**src/hw/rtl/led_frame_orient_and_dim_unit_macros.svh**
```systemverilog
// Assertion macros shared by the frame orientation and dimming unit.
// Each macro expects a clock named clk and an active-high reset named rst in scope.
`ifndef LED_FRAME_ORIENT_AND_DIM_UNIT_MACROS_SVH
`define LED_FRAME_ORIENT_AND_DIM_UNIT_MACROS_SVH

// The consequent must hold in the same cycle as the antecedent.
`define LFOD_ASSERT_IMPLIES(lbl, ante, cons) \
  lbl: assert property (@(posedge clk) disable iff (rst) (ante) |-> (cons)) \
    else $error("lfod assertion failed");

// The consequent sequence starts in the cycle after the antecedent.
`define LFOD_ASSERT_NEXT(lbl, ante, cons) \
  lbl: assert property (@(posedge clk) disable iff (rst) (ante) |=> cons) \
    else $error("lfod assertion failed");

`endif

```
**src/hw/rtl/lfod_pkg.sv**
```systemverilog
`timescale 1ns / 1ps
package lfod_pkg;

  localparam int ROW_W      = 3;
  localparam int COL_W      = 5;
  localparam int CHAN_W     = 8;
  localparam int PIX_W      = 24;
  localparam int CFG_IDX_W  = 3;
  localparam int CFG_DATA_W = 8;

  localparam logic OP_WRITE = 1'b0;
  localparam logic OP_READ  = 1'b1;

  localparam logic [1:0] ROT_CW90  = 2'd1;
  localparam logic [1:0] ROT_180   = 2'd2;
  localparam logic [1:0] ROT_CW270 = 2'd3;

  localparam logic [1:0] LVL_DIM    = 2'd0;
  localparam logic [1:0] LVL_BRIGHT = 2'd2;

  localparam logic [CFG_IDX_W-1:0] REG_ROTATION     = 3'd0;
  localparam logic [CFG_IDX_W-1:0] REG_LEVEL_SELECT = 3'd1;
  localparam logic [CFG_IDX_W-1:0] REG_DIM_LEVEL    = 3'd2;
  localparam logic [CFG_IDX_W-1:0] REG_MEDIUM_LEVEL = 3'd3;
  localparam logic [CFG_IDX_W-1:0] REG_BRIGHT_LEVEL = 3'd4;

  typedef struct packed {
    logic             opcode;
    logic [ROW_W-1:0] row;
    logic [COL_W-1:0] col;
    logic [PIX_W-1:0] colour;
  } cmd_t;

  typedef struct packed {
    logic [ROW_W-1:0]  dest_row;
    logic [COL_W-1:0]  dest_col;
    logic [CHAN_W-1:0] red;
    logic [CHAN_W-1:0] green;
    logic [CHAN_W-1:0] blue;
  } result_t;

  typedef struct packed {
    logic [ROW_W-1:0] dest_row;
    logic [COL_W-1:0] dest_col;
  } dest_t;

endpackage

```
**src/hw/rtl/lfod_scale.sv**
```systemverilog
`timescale 1ns / 1ps
module lfod_scale (
  input  logic                           clk,
  input  logic                           rst,
  input  logic                           in_valid,
  input  lfod_pkg::dest_t                in_dest,
  input  logic [lfod_pkg::PIX_W-1:0]     pixel,
  input  logic [lfod_pkg::CHAN_W-1:0]    level,
  output logic                           out_valid,
  output lfod_pkg::result_t              out_result
);

  localparam int PW = 2 * lfod_pkg::CHAN_W;

  // Rounded divide by 255 of value*level + 127, exact for any product of two 8-bit values.
  function automatic logic [lfod_pkg::CHAN_W-1:0] div255(input logic [PW-1:0] prod);
    logic [PW-1:0] x;
    logic [PW:0]   s;
    x = prod + PW'(127);
    s = (PW+1)'(x) + (PW+1)'(x >> 8) + (PW+1)'(1);
    return s[15:8];
  endfunction

  logic            prod_valid;
  lfod_pkg::dest_t prod_dest;
  logic [PW-1:0]   prod_r;
  logic [PW-1:0]   prod_g;
  logic [PW-1:0]   prod_b;

  always_ff @(posedge clk) begin
    if (rst) begin
      prod_valid <= 1'b0;
      out_valid  <= 1'b0;
    end else begin
      prod_valid <= in_valid;
      out_valid  <= prod_valid;
    end
    prod_dest <= in_dest;
    prod_r    <= PW'(pixel[23:16]) * PW'(level);
    prod_g    <= PW'(pixel[15:8]) * PW'(level);
    prod_b    <= PW'(pixel[7:0]) * PW'(level);
    out_result.dest_row <= prod_dest.dest_row;
    out_result.dest_col <= prod_dest.dest_col;
    out_result.red      <= div255(prod_r);
    out_result.green    <= div255(prod_g);
    out_result.blue     <= div255(prod_b);
  end

endmodule

```
**config.mk**
```make
export PLATFORM = sky130hd
export DESIGN_NAME = lfod_scale
export DESIGN_NICKNAME = d
export VERILOG_FILES = /design/src/hw/rtl/led_frame_orient_and_dim_unit_macros.svh /design/src/hw/rtl/lfod_pkg.sv /design/src/hw/rtl/lfod_scale.sv
export SDC_FILE = /design/constraint.sdc
export NUM_CORES = 1
export LEC_CHECK = 0
export ABC_CLOCK_PERIOD_IN_PS = 5500
export BUFFER_PORTS_ARGS = -buffer_cell sky130_fd_sc_hd__buf_2
export CAP_MARGIN = 20
export CELL_PAD_IN_SITES_DETAIL_PLACEMENT = 0
export CELL_PAD_IN_SITES_GLOBAL_PLACEMENT = 2
export CORE_UTILIZATION = 39
export CTS_CLUSTER_DIAMETER = 100
export CTS_CLUSTER_SIZE = 16
export DETAILED_ROUTE_END_ITERATION = 7
export PLACE_DENSITY_LB_ADDON = 0.1
export SYNTH_ARGS = -nofsm -noshare
export SYNTH_HDL_FRONTEND = slang
export SYNTH_SLANG_ARGS = --single-unit
export TNS_END_PERCENT = 20
```
**constraint.sdc**
```tcl
create_clock -name clk -period 5.5 [get_ports clk]
set_input_delay 0.825 -clock clk [delete_from_list [all_inputs] [get_ports clk]]
set_output_delay 0.825 -clock clk [all_outputs]
set_load 0.02 [all_outputs]
```
==> results.toml, run 1 <==
[placement]
dp_hpwl_um = 18100
port_buffers = 75
gp_congestion = 0.803
dp.cells = 1545
place_area_um2 = 11000

[global_route]
track_usage_pct = 17.9
grt_first_pass_wirelength_um = 38600
overflow = 0
met3_usage_pct = 2.25
grt_pass1_vias = 7979
grt_max_degree = 25
met1_usage_pct = 24.4
top_usage_layer = "met2"
use_met2_pct = 30.1
antenna_found_initial = 0

[logic_synthesis]
async_flop_share_pct = 0
seq_area_frac_synth_pct = 17.6
yosys-top-cells-count = "inv_1, and2_1, ha_1"
syn_nets = 1437
synth-seq-cells = 90
yosysMostFrequentCell = "inv_1"
synth_warnings = 0
post_synth.cell_area_avg_um2 = 8.90
synthDistinctLibCells = 62
synth_cells = 1154
synth_largest_area_cell = "fa_1"
netlist.area_leader.share_pct = 21.1
synth_area_leaders = "fa_1, dfxtp_1, ha_1"
synth_edf_count = 0
synth_ff_type = "dfxtp_1"
syn_area_um2 = 10300

[floorplan]
die_w_um = 164
io_pins = 76
rows = 59
initial_core_util_pct = 39.6
die_h_um = 164
core_area_um2 = 25900
dieArea_um2 = 27000

[setup_path]
reg2reg_depth = 11
worstPathMaxFanout = 24
critical_path.startpoint = "level[4]"
critPathLaunchType = "input pin"
timing.rr.end = "out_result[15]$_DFF_P_"
critPathCaptureType = "flip-flop"
rrSetupSlack_ps = 1880
arrival_ps = 4980
endpoint = "prod_r[14]$_DFF_P_"
r2r_start = "prod_g[5]$_DFF_P_"
worst-setup-path-type = "in2reg"
required_ps = 5670

[cts]
cts_resized = 0
cts_hold_buf = 0
cts_max_path_buffers = 2
clk_pin_slew_ps = 70
cts_root_buf = "clkbuf_16"
cts_tree = "built"
postCtsSetupBuffers = 0
clock_latency_ps = 340
clkSinkCount = 90
numCtsBuffers = 9
htreeDepth = 3

[timing]
report.final.slew_viol_count = 0
rsz0062_at_grt = "no"
clock.fmax_mhz = 208
hold_viol_final = 0
tns_ps = 0
fin_crit_sh_pct = 87.4
hold_ws_ps = 320
skew_ps = 7.47
worst_pin_slew_ps = 873
relSlewSlack_pct = 41.2
min_period_ps = 4810
finalSetupViolCount = 0

[power_and_ir_drop]
peakVddDrop_v = 0.000235
p_sw_share_pct = 46.2
combPwrFrac_pct = 63.9
seqPwrFrac_pct = 24.0
internal-power_w = 0.00256
clkPwrFrac_pct = 12.1
p_leak_nw = 5.45
power.density_nw_per_um2 = 422
p_sw_w = 0.00220

[route]
drc = 0
ant_nets = 0
wire_per_inst_um = 14.2
viasPerCell = 5.06
drt-total-wl_um = 22200
drtIter0Drc = 264
vias = 7900
drtPass1Iterations = 6

[layout]
areaGrowthSynthToFinish_pct = 9.93
fin_nets = 1504
drive_gt1_share_pct = 9.54
final_core_util_pct = 43.6
instances_no_fill = 1561
fin_area_um2 = 11300
n_antenna_cell = 0

[outcome]
status = "finished clean"

[worst_hold_path]
hold_class = "reg2reg"
min_from = "prod_dest[2]$_DFF_P_"

[run]
drv_cap = 0
## cells in the final DEF, fill, tap and decap left out, drive strengths merged, types with 4 or more instances in the layout
| cell type | instances |
|---|---|
| clkbuf | 10 |
| nand2b | 14 |
| nor4 | 10 |
| nor3 | 14 |
| a21boi | 4 |
| or2 | 6 |
| o21ai | 32 |
| xnor2 | 48 |
| a21oi | 41 |
| or4 | 10 |
| buf | 82 |
| a31oi | 8 |
| xor2 | 20 |
| a311oi | 4 |
| and2 | 159 |
| dfxtp | 90 |
| inv | 179 |
| a211oi | 8 |
| o21a | 12 |
| and4 | 4 |
| fa | 108 |
| nand4 | 12 |
| nor2b | 13 |
| o211ai | 10 |
| nand2 | 73 |
| ha | 132 |
| a21o | 4 |
| o311ai | 5 |
| nor2 | 42 |
| nand3 | 21 |
## stage by stage
step	setup WS [ps]	total power (W)
after detailed placement	290	0.00423
final	694	0.00477
after global routing	382	0.00535
after global placement	346	0.00425
after CTS	652	0.00485
after floorplan	576	0.00351
## cells by family (layout without fill, tap and decap cells)
group           after synthesis  after routing  share of synthesized area (%)
compound gates              158            158                           10.4
xor+xnor                     68             68                           5.80
fa+ha+maj                   240            240                           37.2
buf+inv                     204            276                           7.46
flops                        90             90                           17.6
mux                           2              2                          0.195
simple gates                392            392                           21.4
## per-layer routing
layer,share of wire [%],vias to the layer above
met4,0.98,0
met1,50,3857
met5,0,-
met2,47,104
met3,2.8,13
li1,-,3926
## registers in the layout, summed over array words and instances, names as in the netlist
signal	count
prod_dest	8
prod_b	16
prod_valid	1
prod_r	16
out_result	32
prod_g	16
out_valid	1
## power groups by stage
stage          Clock (W)  Combinational, W  Sequential (W)
6_report        0.000576           0.00304         0.00115
5_1_grt         0.000628           0.00353         0.00118
4_1_cts         0.000604           0.00310         0.00115
3_5_place_dp           0           0.00307         0.00116
3_3_place_gp           0           0.00309         0.00116
2_1_floorplan          0           0.00230         0.00120
## worst min-delay path by stage
stage	endpoint	slack, ps	cells after the start
2_1_floorplan	out_result[24]$_DFF_P_	310	0
3_3_place_gp	out_result[29]$_DFF_P_	310	0
6_report	out_result[26]$_DFF_P_	320	0
4_1_cts	out_result[26]$_DFF_P_	320	0
3_5_place_dp	out_result[29]$_DFF_P_	310	0
5_1_grt	out_result[26]$_DFF_P_	320	0
## worst max-delay path: stages
cell      delay, ps
buf_2           250
and2_1          230
fa_1            440
fa_1            540
inv_1            50
fa_1            460
fa_1            540
inv_1            40
ha_1            340
nand2_1          90
o21ai_0         170
o311a_1         400
o41ai_1         280
buf_4           180
o311ai_0        130
## cell type report
type | count | area (um^2)
timing repair buffer | 82 | 428
clock inverter | 6 | 41.3
tap | 335 | 419
clock buffer | 10 | 229
inverter | 178 | 668
multi-input combinational | 860 | 7700
fill | 2647 | 14600
sequential | 90 | 1800
No activity file was read; power rests on OpenSTA's default activity.
==> run 2: changes to the inputs <==
- CORE_MARGIN: default -> 4
==> run 2 against run 1 <==
Compared with the run above: total power up 1.9%; worst setup slack better by 18 ps; die area up 7.4%; combinational power about the same; hold slack better by 4.2 ps; cell count about the same; largest power group unchanged; clock-buffer cell count down 1; clock power up 10%; final area up 0.23%; register-to-register slack better by 20 ps.
==> results.toml, run 2 (synthesized netlist as in run 1, its figures left out) <==
[outcome]
status = "finished clean"

[cts]
clkSinkCount = 90
clk_pin_slew_ps = 80
clock_latency_ps = 360
postCtsSetupBuffers = 0
cts_max_path_buffers = 2
cts_tree = "built"
numCtsBuffers = 9
cts_hold_buf = 0
cts_root_buf = "clkbuf_16"
htreeDepth = 3
cts_resized = 0

[worst_hold_path]
hold_class = "reg2reg"

[route]
vias = 7762
ant_nets = 0
drc = 0
wire_per_inst_um = 14.3
drtIter0Drc = 280
drt-total-wl_um = 22300
drtPass1Iterations = 5
viasPerCell = 4.98

[floorplan]
core_area_um2 = 26000
io_pins = 76
die_w_um = 170
initial_core_util_pct = 39.5
die_h_um = 170
rows = 59
dieArea_um2 = 29000

[power_and_ir_drop]
seqPwrFrac_pct = 23.7
clkPwrFrac_pct = 13.1
p_leak_nw = 5.47
peakVddDrop_v = 0.000223
internal-power_w = 0.00259
power.density_nw_per_um2 = 429
p_sw_w = 0.00227
p_sw_share_pct = 46.8
combPwrFrac_pct = 63.3

[layout]
largest_reg_flops = 32
instances_no_fill = 1560
drive_gt1_share_pct = 9.55
mostFrequentLayoutCells = "inv_1, and2_1, ha_1, fa_1, dfxtp_1"
layout_commonest_cell = "inv_1"
n_antenna_cell = 0
top_register = "out_result"
areaGrowthSynthToFinish_pct = 10.2
final_core_util_pct = 43.5
fin_area_um2 = 11300
fin_nets = 1503

[timing]
skew_ps = 11.5
clock.fmax_mhz = 209
finalSetupViolCount = 0
tns_ps = 0
report.final.slew_viol_count = 0
relSlewSlack_pct = 44.7
worst_pin_slew_ps = 821
fin_crit_sh_pct = 87.1
rsz0062_at_grt = "no"
hold_viol_final = 0
min_period_ps = 4790
hold_ws_ps = 325

[setup_path]
arrival_ps = 5080
required_ps = 5790
worst-setup-path-type = "in2reg"
critPathCaptureType = "flip-flop"
critPathLaunchType = "input pin"
worstPathMaxFanout = 24

[global_route]
track_usage_pct = 16.2
grt_first_pass_wirelength_um = 38600
grt_max_degree = 25
antenna_found_initial = 0
overflow = 0
grt_pass1_vias = 7948

[placement]
place_area_um2 = 11000
dp_hpwl_um = 18400
port_buffers = 75
dp.cells = 1544
gp_congestion = 0.806

[run]
drv_cap = 0
## run 2: changes by cell type in the layout (fill, tap and decap cells not counted), sizes merged
| cell | previous run | this run |
|---|---|---|
| clkinvlp | 3 | 0 |
| inv | 179 | 182 |
| clkinv | 2 | 3 |
| clkbuf | 10 | 9 |
| buf | 82 | 81 |
## run 2: per-layer routing
layer	GRT usage, %	vias to the layer above	part of all wire, %
li1	-	3916	-
met1	22.2	3730	49
met2	27.6	99	47
met3	1.84	17	2.3
met4	3.33	0	1.3
met5	0	-	0
## run 2: metrics by stage
stage / setup WS [ps] / power (W)
global placement: 389 / 0.00427
floorplan: 576 / 0.00351
global route: 424 / 0.00544
finish: 712 / 0.00486
CTS: 683 / 0.00493
detailed placement: 322 / 0.00426
## run 2: layout make-up
type,count,area (um^2)
sequential,90,1800
clock inverter,7,78.8
inverter,178,668
timing repair buffer,81,420
fill,2686,14700
clock buffer,9,225
tap,335,419
multi-input combinational,860,7700
## run 2: power groups by stage
stage / Combinational [W] / Clock, W / Sequential [W]
3_3_place_gp: 0.00311 / 0 / 0.00116
4_1_cts: 0.00312 / 0.000662 / 0.00115
2_1_floorplan: 0.00230 / 0 / 0.00120
5_1_grt: 0.00357 / 0.000684 / 0.00119
3_5_place_dp: 0.00309 / 0 / 0.00117
6_report: 0.00307 / 0.000635 / 0.00115
## run 2: final timing paths
path | slack [ps] | cells past startpoint | endpoint | startpoint
worst max-delay path | 710 | 15 | prod_b[14]$_DFF_P_ | level[3]
worst min register to register | 320 | 0 | out_result[25]$_DFF_P_ | prod_dest[1]$_DFF_P_
worst min-delay path | 320 | 0 | out_result[25]$_DFF_P_ | prod_dest[1]$_DFF_P_
worst max register to register | 1900 | 14 | out_result[22]$_DFF_P_ | prod_r[0]$_DFF_P_
## run 2: worst max-delay path, cell delays in order
cell      delay (ps)
buf_2            340
nand2_1          130
fa_1             500
fa_1             540
inv_1             50
fa_1             470
inv_1             50
fa_1             470
inv_1             40
ha_1             200
or2_2            310
o311ai_0         410
a21oi_1          210
or4_1            430
nand4_1          100
