**src/hw/rtl/led_frame_orient_and_dim_unit_macros.svh**
```systemverilog
// Assertion macros shared by the frame orientation and dimming unit.
// Each macro expects a clock named clk and an active-high reset named rst in scope.
`ifndef LED_FRAME_ORIENT_AND_DIM_UNIT_MACROS_SVH
`define LED_FRAME_ORIENT_AND_DIM_UNIT_MACROS_SVH

// The consequent must hold in the same cycle as the antecedent.
`define LFOD_ASSERT_IMPLIES(lbl, ante, cons) \
  lbl: assert property (@(posedge clk) disable iff (rst) (ante) |-> (cons)) \
    else $error("lfod assertion failed");

// The consequent sequence starts in the cycle after the antecedent.
`define LFOD_ASSERT_NEXT(lbl, ante, cons) \
  lbl: assert property (@(posedge clk) disable iff (rst) (ante) |=> cons) \
    else $error("lfod assertion failed");

`endif

```
**src/hw/rtl/lfod_pkg.sv**
```systemverilog
`timescale 1ns / 1ps
package lfod_pkg;

  localparam int ROW_W      = 3;
  localparam int COL_W      = 5;
  localparam int CHAN_W     = 8;
  localparam int PIX_W      = 24;
  localparam int CFG_IDX_W  = 3;
  localparam int CFG_DATA_W = 8;

  localparam logic OP_WRITE = 1'b0;
  localparam logic OP_READ  = 1'b1;

  localparam logic [1:0] ROT_CW90  = 2'd1;
  localparam logic [1:0] ROT_180   = 2'd2;
  localparam logic [1:0] ROT_CW270 = 2'd3;

  localparam logic [1:0] LVL_DIM    = 2'd0;
  localparam logic [1:0] LVL_BRIGHT = 2'd2;

  localparam logic [CFG_IDX_W-1:0] REG_ROTATION     = 3'd0;
  localparam logic [CFG_IDX_W-1:0] REG_LEVEL_SELECT = 3'd1;
  localparam logic [CFG_IDX_W-1:0] REG_DIM_LEVEL    = 3'd2;
  localparam logic [CFG_IDX_W-1:0] REG_MEDIUM_LEVEL = 3'd3;
  localparam logic [CFG_IDX_W-1:0] REG_BRIGHT_LEVEL = 3'd4;

  typedef struct packed {
    logic             opcode;
    logic [ROW_W-1:0] row;
    logic [COL_W-1:0] col;
    logic [PIX_W-1:0] colour;
  } cmd_t;

  typedef struct packed {
    logic [ROW_W-1:0]  dest_row;
    logic [COL_W-1:0]  dest_col;
    logic [CHAN_W-1:0] red;
    logic [CHAN_W-1:0] green;
    logic [CHAN_W-1:0] blue;
  } result_t;

  typedef struct packed {
    logic [ROW_W-1:0] dest_row;
    logic [COL_W-1:0] dest_col;
  } dest_t;

endpackage

```
**src/hw/rtl/lfod_addr.sv**
```systemverilog
`timescale 1ns / 1ps
module lfod_addr #(
  parameter int WIDTH_PX  = 32,
  parameter int HEIGHT_PX = 8
) (
  input  logic                                              opcode,
  input  logic [1:0]                                        rotation,
  input  logic [lfod_pkg::ROW_W-1:0]                        row,
  input  logic [lfod_pkg::COL_W-1:0]                        col,
  output logic                                              in_frame,
  output logic [$clog2(WIDTH_PX * HEIGHT_PX)-1:0]           addr
);

  localparam int SRW = $clog2(HEIGHT_PX);
  localparam int SCW = $clog2(WIDTH_PX);
  localparam int AW  = $clog2(WIDTH_PX * HEIGHT_PX);

  // Resampling tables for the quarter-turn rotations of a non-square frame.
  logic [SRW-1:0] col_row_fwd [2**lfod_pkg::COL_W];
  logic [SRW-1:0] col_row_rev [2**lfod_pkg::COL_W];
  logic [SCW-1:0] row_col_fwd [2**lfod_pkg::ROW_W];
  logic [SCW-1:0] row_col_rev [2**lfod_pkg::ROW_W];

  for (genvar i = 0; i < 2**lfod_pkg::COL_W; i++) begin : g_col_tbl
    localparam int FWD_RAW = i * HEIGHT_PX / WIDTH_PX;
    localparam int FWD     = (FWD_RAW > HEIGHT_PX - 1) ? HEIGHT_PX - 1 : FWD_RAW;
    localparam int REV_RAW = (i < WIDTH_PX) ? (WIDTH_PX - 1 - i) * HEIGHT_PX / WIDTH_PX : 0;
    localparam int REV     = (REV_RAW > HEIGHT_PX - 1) ? HEIGHT_PX - 1 : REV_RAW;
    assign col_row_fwd[i] = SRW'(FWD);
    assign col_row_rev[i] = SRW'(REV);
  end

  for (genvar i = 0; i < 2**lfod_pkg::ROW_W; i++) begin : g_row_tbl
    localparam int FWD_RAW = i * WIDTH_PX / HEIGHT_PX;
    localparam int FWD     = (FWD_RAW > WIDTH_PX - 1) ? WIDTH_PX - 1 : FWD_RAW;
    localparam int REV_RAW = (i < HEIGHT_PX) ? (HEIGHT_PX - 1 - i) * WIDTH_PX / HEIGHT_PX : 0;
    localparam int REV     = (REV_RAW > WIDTH_PX - 1) ? WIDTH_PX - 1 : REV_RAW;
    assign row_col_fwd[i] = SCW'(FWD);
    assign row_col_rev[i] = SCW'(REV);
  end

  logic [SRW-1:0] sr_map;
  logic [SCW-1:0] sc_map;
  logic [SRW-1:0] sr_fin;
  logic [SCW-1:0] sc_fin;

  always_comb begin
    case (rotation)
      lfod_pkg::ROT_CW90: begin
        sr_map = col_row_rev[col];
        sc_map = row_col_fwd[row];
      end
      lfod_pkg::ROT_180: begin
        sr_map = SRW'(HEIGHT_PX - 1) - SRW'(row);
        sc_map = SCW'(WIDTH_PX - 1) - SCW'(col);
      end
      lfod_pkg::ROT_CW270: begin
        sr_map = col_row_fwd[col];
        sc_map = row_col_rev[row];
      end
      default: begin
        sr_map = SRW'(row);
        sc_map = SCW'(col);
      end
    endcase

    // Writes land where they are addressed; reads go through the rotation and
    // the vertical mirror that the panel mounting needs.
    if (opcode == lfod_pkg::OP_WRITE) begin
      sr_fin = SRW'(row);
      sc_fin = SCW'(col);
    end else begin
      sr_fin = SRW'(HEIGHT_PX - 1) - sr_map;
      sc_fin = sc_map;
    end
  end

  assign in_frame = (32'(row) < 32'(HEIGHT_PX)) && (32'(col) < 32'(WIDTH_PX));
  assign addr     = AW'(sr_fin) * AW'(WIDTH_PX) + AW'(sc_fin);

endmodule

```
**config.mk**
```make
export PLATFORM = sky130hd
export DESIGN_NAME = lfod_addr
export DESIGN_NICKNAME = d
export VERILOG_FILES = /design/src/hw/rtl/led_frame_orient_and_dim_unit_macros.svh /design/src/hw/rtl/lfod_pkg.sv /design/src/hw/rtl/lfod_addr.sv
export SDC_FILE = /design/constraint.sdc
export NUM_CORES = 1
export LEC_CHECK = 0
export ABC_AREA = 1
export ABC_CLOCK_PERIOD_IN_PS = 1000
export BUFFER_PORTS_ARGS = -buffer_cell sky130_fd_sc_hd__buf_2
export CORE_AREA = 2 2 39 41
export DETAILED_ROUTE_END_ITERATION = 6
export DIE_AREA = 0 0 41 43
export GPL_TIMING_DRIVEN = 0
export PLACE_DENSITY_LB_ADDON = 0.05
export SLEW_MARGIN = 5
export SYNTH_ARGS = -nofsm -noshare
export SYNTH_HDL_FRONTEND = slang
export SYNTH_SLANG_ARGS = --single-unit
```
**constraint.sdc**
```tcl
create_clock -name vclk -period 1
set_input_delay 0.1 -clock vclk [all_inputs]
set_output_delay 0.1 -clock vclk [all_outputs]
set_load 0.005 [all_outputs]
```
==> results of run 1 <==
==> where the power goes <==
| group | total (mW) | switching [mW] | leakage, nW | internal [mW] |
|---|---|---|---|---|
| clock | 0 | 0 | 0 | 0 |
| sequential | 0 | 0 | 0 | 0 |
| combinational | 0.172 | 0.0941 | 0.252 | 0.0784 |
==> routing by layer <==
metal / vias to the layer above / global-route usage [%]
met1: 163 / 11.7
met2: 8 / 19.4
met5: - / 0
met4: 0 / 0
li1: 239 / -
met3: 0 / 0
==> worst min-delay path, cell delays in order <==
cell and delay, ns:
buf_2 0.09, a21oi_1 0.05, buf_2 0.12
==> cells in the mapped netlist <==
master | count | share of area [%]
conb_1 | 1 | 1.3
nand3_1 | 4 | 6.8
inv_2 | 2 | 2.6
inv_1 | 5 | 6.4
buf_6 | 1 | 3.8
or2_2 | 3 | 6.4
buf_4 | 1 | 2.6
nor2_1 | 12 | 15
nor2_4 | 1 | 3.8
o21ai_0 | 3 | 5.1
nor2_2 | 1 | 2.1
nand2_2 | 1 | 2.1
nand2_1 | 27 | 35
a21oi_1 | 4 | 6.8
==> kinds of logic after synthesis <==
| kind of cell | after synthesis |
|---|---|
| AOI/OAI and AO/OA | 7 |
| buffers and inverters | 9 |
| and+or+nand+nor | 49 |
| other | 1 |
==> final timing paths <==
path	startpoint	endpoint	slack, ns
worst min-delay path	col[1]	addr[1]	0.46
worst max-delay path	opcode	addr[0]	0.13
==> through the flow <==
step	setup WS (ns)	util (%)
global route	0.0149	29.5
floorplan	0.377	-
finish	0.126	29.5
detailed placement	0.0649	29.5
CTS	0.0540	29.5
global placement	0.0539	29.5
==> layout make-up <==
class / instances / area, um2
Multi-Input combinational cell: 57 / 248
Inverter: 7 / 26.3
Fill cell: 177 / 976
Buffer: 2 / 18.8
Timing Repair Buffer: 19 / 95.1
Tap cell: 16 / 20.0
==> qor.txt, run 1 <==
DP Area: 408 um2
hold_buf cts: 0
number of global-route vias before repair: 358
CP Cell Sequence: buf_2, inv_2, o21ai_0, a21oi_1, buf_2
die width: 41 um
slowest stage cell, crit path: o21ai_0
seq_cells: 0
PwrDens: 423 mW/mm2
antenna cells: 0
FP Rows: 14
Routed WL per cell: 7.86 um
post-synthesis cell count: 66
Ys Warns: 0
post-route cell area: 408 um2
fin cells: 101
post-synth net total: 77
main combinational cell family by area after synthesis: simple AND/OR/NAND/NOR gates
Layout area overhead: 39.3%
Core Area: 0.00138 mm2
simple-gate area share of the yosys netlist: 71.4%
Final Hold Viols: 0
Max Fanout on Critical Path: 5
RSZ-0062 raised after global routing: no
Post-Synth XOR/XNOR Area: 0%
Hold Path Depth: 3
hpwl dp: 682 um
Total Wirelength: 794 um
CP arrival: 0.77 ns
CP peak stage delay: 0.23 ns
layout net count: 98
final setup violation count: 0
Final Critical Period: 0.874 ns
clock buf count: 0
CP Launch Type: input pin
via/cell ratio: 4.06
routability cong.: 0.624
Peak VDD IR: 0.0000970 V
DIE AREA: 0.00176 mm2
Critical path buffers and inverters: 3
DR WL met2: 387 um
number of stages on the worst setup path: 5
metal3 WL: 26 um
number of max-cap violations: 0
Post-CTS Setup Bufs: 0
cell area after synthesis: 293 um2
adder-cell share of the synthesized area: 0%
first-pass GRT wire length: 1320 um
drt drc: 0
achievable frequency: 1140 MHz
vias after detailed routing: 410
Worst Setup End Kind: output port
post-route ant nets: 0
fin. max-slew vios: 0
uppermost layer routed: met3
Initial Util: 21.2%
Starting DRT DRC Count: 3
Avg Synthesized Cell Area: 4.44 um2
Cells after DPL: 101
die height: 43 um
CP Data Required Time: 0.90 ns
Hold Path Class: in2out
largest net degree at the start of global routing: 11
critical path's top delay family: buffers and inverters
layout cells sized above 1: 35.3%
Synth Area in Compound Gates: 12.0%
final period utilization: 87.4%
Yosys cell types: 14
post_cts resized: 0
mux contribution to synthesized area: 0%
WS Path Type: in2out
met1 WL: 379 um
outcome: finished clean
PnR Total Power: 0.172 mW
register area: 0 um2
most common cell after layout, fill and taps aside: nand2_1
Hold Slack: 0.458 ns
CP most frequent cell: buf_2
commonest cells after routing, fill and taps aside: 27 x nand2_1, 19 x buf_2, 12 x nor2_1
Pre-Repair DR Iteration Count: 3
antenna violations before repair: 0
grt ovf: 0
Port-buffer cells: 19
gr usage total: 9.89%
setup_tns: 0 ns
static leakage: 0.252 nW
io pins: 20
Seq/Total Area, Yosys: 0%
No activity file was read; power rests on OpenSTA's default activity.
==> inputs of run 2 (changes only) <==
--- a/config.mk
+++ b/config.mk
@@ -12,7 +12,8 @@
 export DETAILED_ROUTE_END_ITERATION = 6
 export DIE_AREA = 0 0 41 43
 export GPL_TIMING_DRIVEN = 0
-export PLACE_DENSITY_LB_ADDON = 0.05
+export PLACE_DENSITY_LB_ADDON = 0.12
+export SETUP_SLACK_MARGIN = 0.05
 export SLEW_MARGIN = 5
 export SYNTH_ARGS = -nofsm -noshare
 export SYNTH_HDL_FRONTEND = slang
==> qor.txt, run 2 (synthesis results as in run 1) <==
PwrDens: 422 mW/mm2
drt drc: 0
PnR Total Power: 0.179 mW
commonest cells after routing, fill and taps aside: 26 x nand2_1, 18 x buf_2, 12 x nor2_1
hpwl dp: 651 um
number of max-cap violations: 0
achievable frequency: 1140 MHz
CP Data Required Time: 0.90 ns
hold_buf cts: 0
setup_tns: 0 ns
Worst Setup End Kind: output port
Comb power frac: 100.0%
via/cell ratio: 4.02
seq_cells: 0
post-route ant nets: 0
clock buf count: 0
Final Critical Period: 0.878 ns
Final Hold Viols: 0
outcome: finished clean
final period utilization: 87.8%
Total Wirelength: 774 um
gr usage total: 9.59%
CP Cell Sequence: buf_8, clkinvlp_4, nand2_1, nand2_1, nand2_1, nand2_1, nor2_1, buf_2
Starting DRT DRC Count: 13
Routed WL per cell: 7.66 um
Layout area overhead: 44.9%
Initial Util: 21.2%
vias after detailed routing: 406
register area: 0 um2
FILL cells: 164
layout cells sized above 1: 36.5%
P_int: 0.0837 mW
CP endpoint: addr[2]
layout net count: 98
sequential group share of total power: 0%
static leakage: 0.251 nW
number of global-route vias before repair: 317
WS Path Type: in2out
first-pass GRT wire length: 1270 um
Setup crit start: rotation[0]
Hold Path Class: in2out
most common cell after layout, fill and taps aside: nand2_1
die height: 43 um
DIE AREA: 0.00176 mm2
Peak VDD IR: 0.0000922 V
CP peak stage delay: 0.14 ns
Sw Ratio: 53.2%
largest net degree at the start of global routing: 11
io pins: 20
Max Fanout on Critical Path: 7
CP arrival: 0.78 ns
CP Launch Type: input pin
clock share of power: 0%
antenna cells: 0
antenna violations before repair: 0
routability cong.: 0.680
final setup violation count: 0
Core Area: 0.00138 mm2
slowest stage cell, crit path: clkinvlp_4
Psw: 0.0953 mW
die width: 41 um
Pre-Repair DR Iteration Count: 3
FP Rows: 14
RSZ-0062 raised after global routing: yes
CP most frequent cell: nand2_1
Port-buffer cells: 19
grt ovf: 0
fin. max-slew vios: 0
==> run 2: cell types whose count changed in the layout (fill, tap and decap cells not counted), sizes merged <==
| cell | delta |
|---|---|
| inv | -1 |
| clkinvlp | +1 |
==> run 2: power groups by stage <==
| stage | clock network (mW) | logic [mW] | registers [mW] |
|---|---|---|---|
| after detailed placement | 0 | 0.174 | 0 |
| after global placement | 0 | 0.173 | 0 |
| after CTS | 0 | 0.175 | 0 |
| after global routing | 0 | 0.206 | 0 |
| after floorplan | 0 | 0.100 | 0 |
| final | 0 | 0.179 | 0 |
==> run 2: repair_timing <==
| item | in CTS | in global routing |
|---|---|---|
| buffers inserted | 0 | 0 |
| resized for setup | 0 | 6 |
| setup endpoints to repair | 0 | 8 |
==> run 2: final cells by class <==
cell class	count	area (um2)	area share [%]
repair buffers	19	105	24.8
plain buffers	2	18.8	4.42
multi-input cells	57	250	59.0
inverters	7	30.0	7.08
well taps	16	20.0	4.72
==> run 2: worst min-delay path by stage <==
stage	from	to	cells after the start	slack [ns]
4_1_cts	col[0]	addr[0]	3	0.46
6_report	col[0]	addr[0]	3	0.46
5_1_grt	col[0]	addr[0]	3	0.48
3_3_place_gp	col[1]	addr[1]	3	0.46
3_5_place_dp	col[0]	addr[0]	3	0.46
2_1_floorplan	col[0]	addr[0]	1	0.26
==> run 2: worst max-delay path: cells and delay by family <==
family                 cells  cell delay, ns
buffers and inverters      3            0.33
AND/OR/NAND/NOR            5            0.34
==> run 2: per-layer routing <==
layer | track usage [%] | wire length (um) | up-vias
met4 | 0 | 0 | 0
met3 | 0 | 26 | 0
met5 | 0 | 0 | -
met2 | 15.6 | 395 | 6
li1 | - | - | 237
met1 | 14.6 | 352 | 163
==> run 2: per-stage QoR <==
step | setup slack, ns | hold slack [ns] | util, % | cell area (um2) | cells
global route | 0.0234 | 0.482 | 30.7 | 424 | 101
detailed placement | 0.0605 | 0.456 | 29.5 | 408 | 101
floorplan | 0.377 | 0.255 | - | 293 | 66
CTS | 0.0588 | 0.458 | 29.5 | 408 | 101
global placement | 0.0730 | 0.457 | 29.5 | 408 | 101
finish | 0.122 | 0.455 | 30.7 | 424 | 101
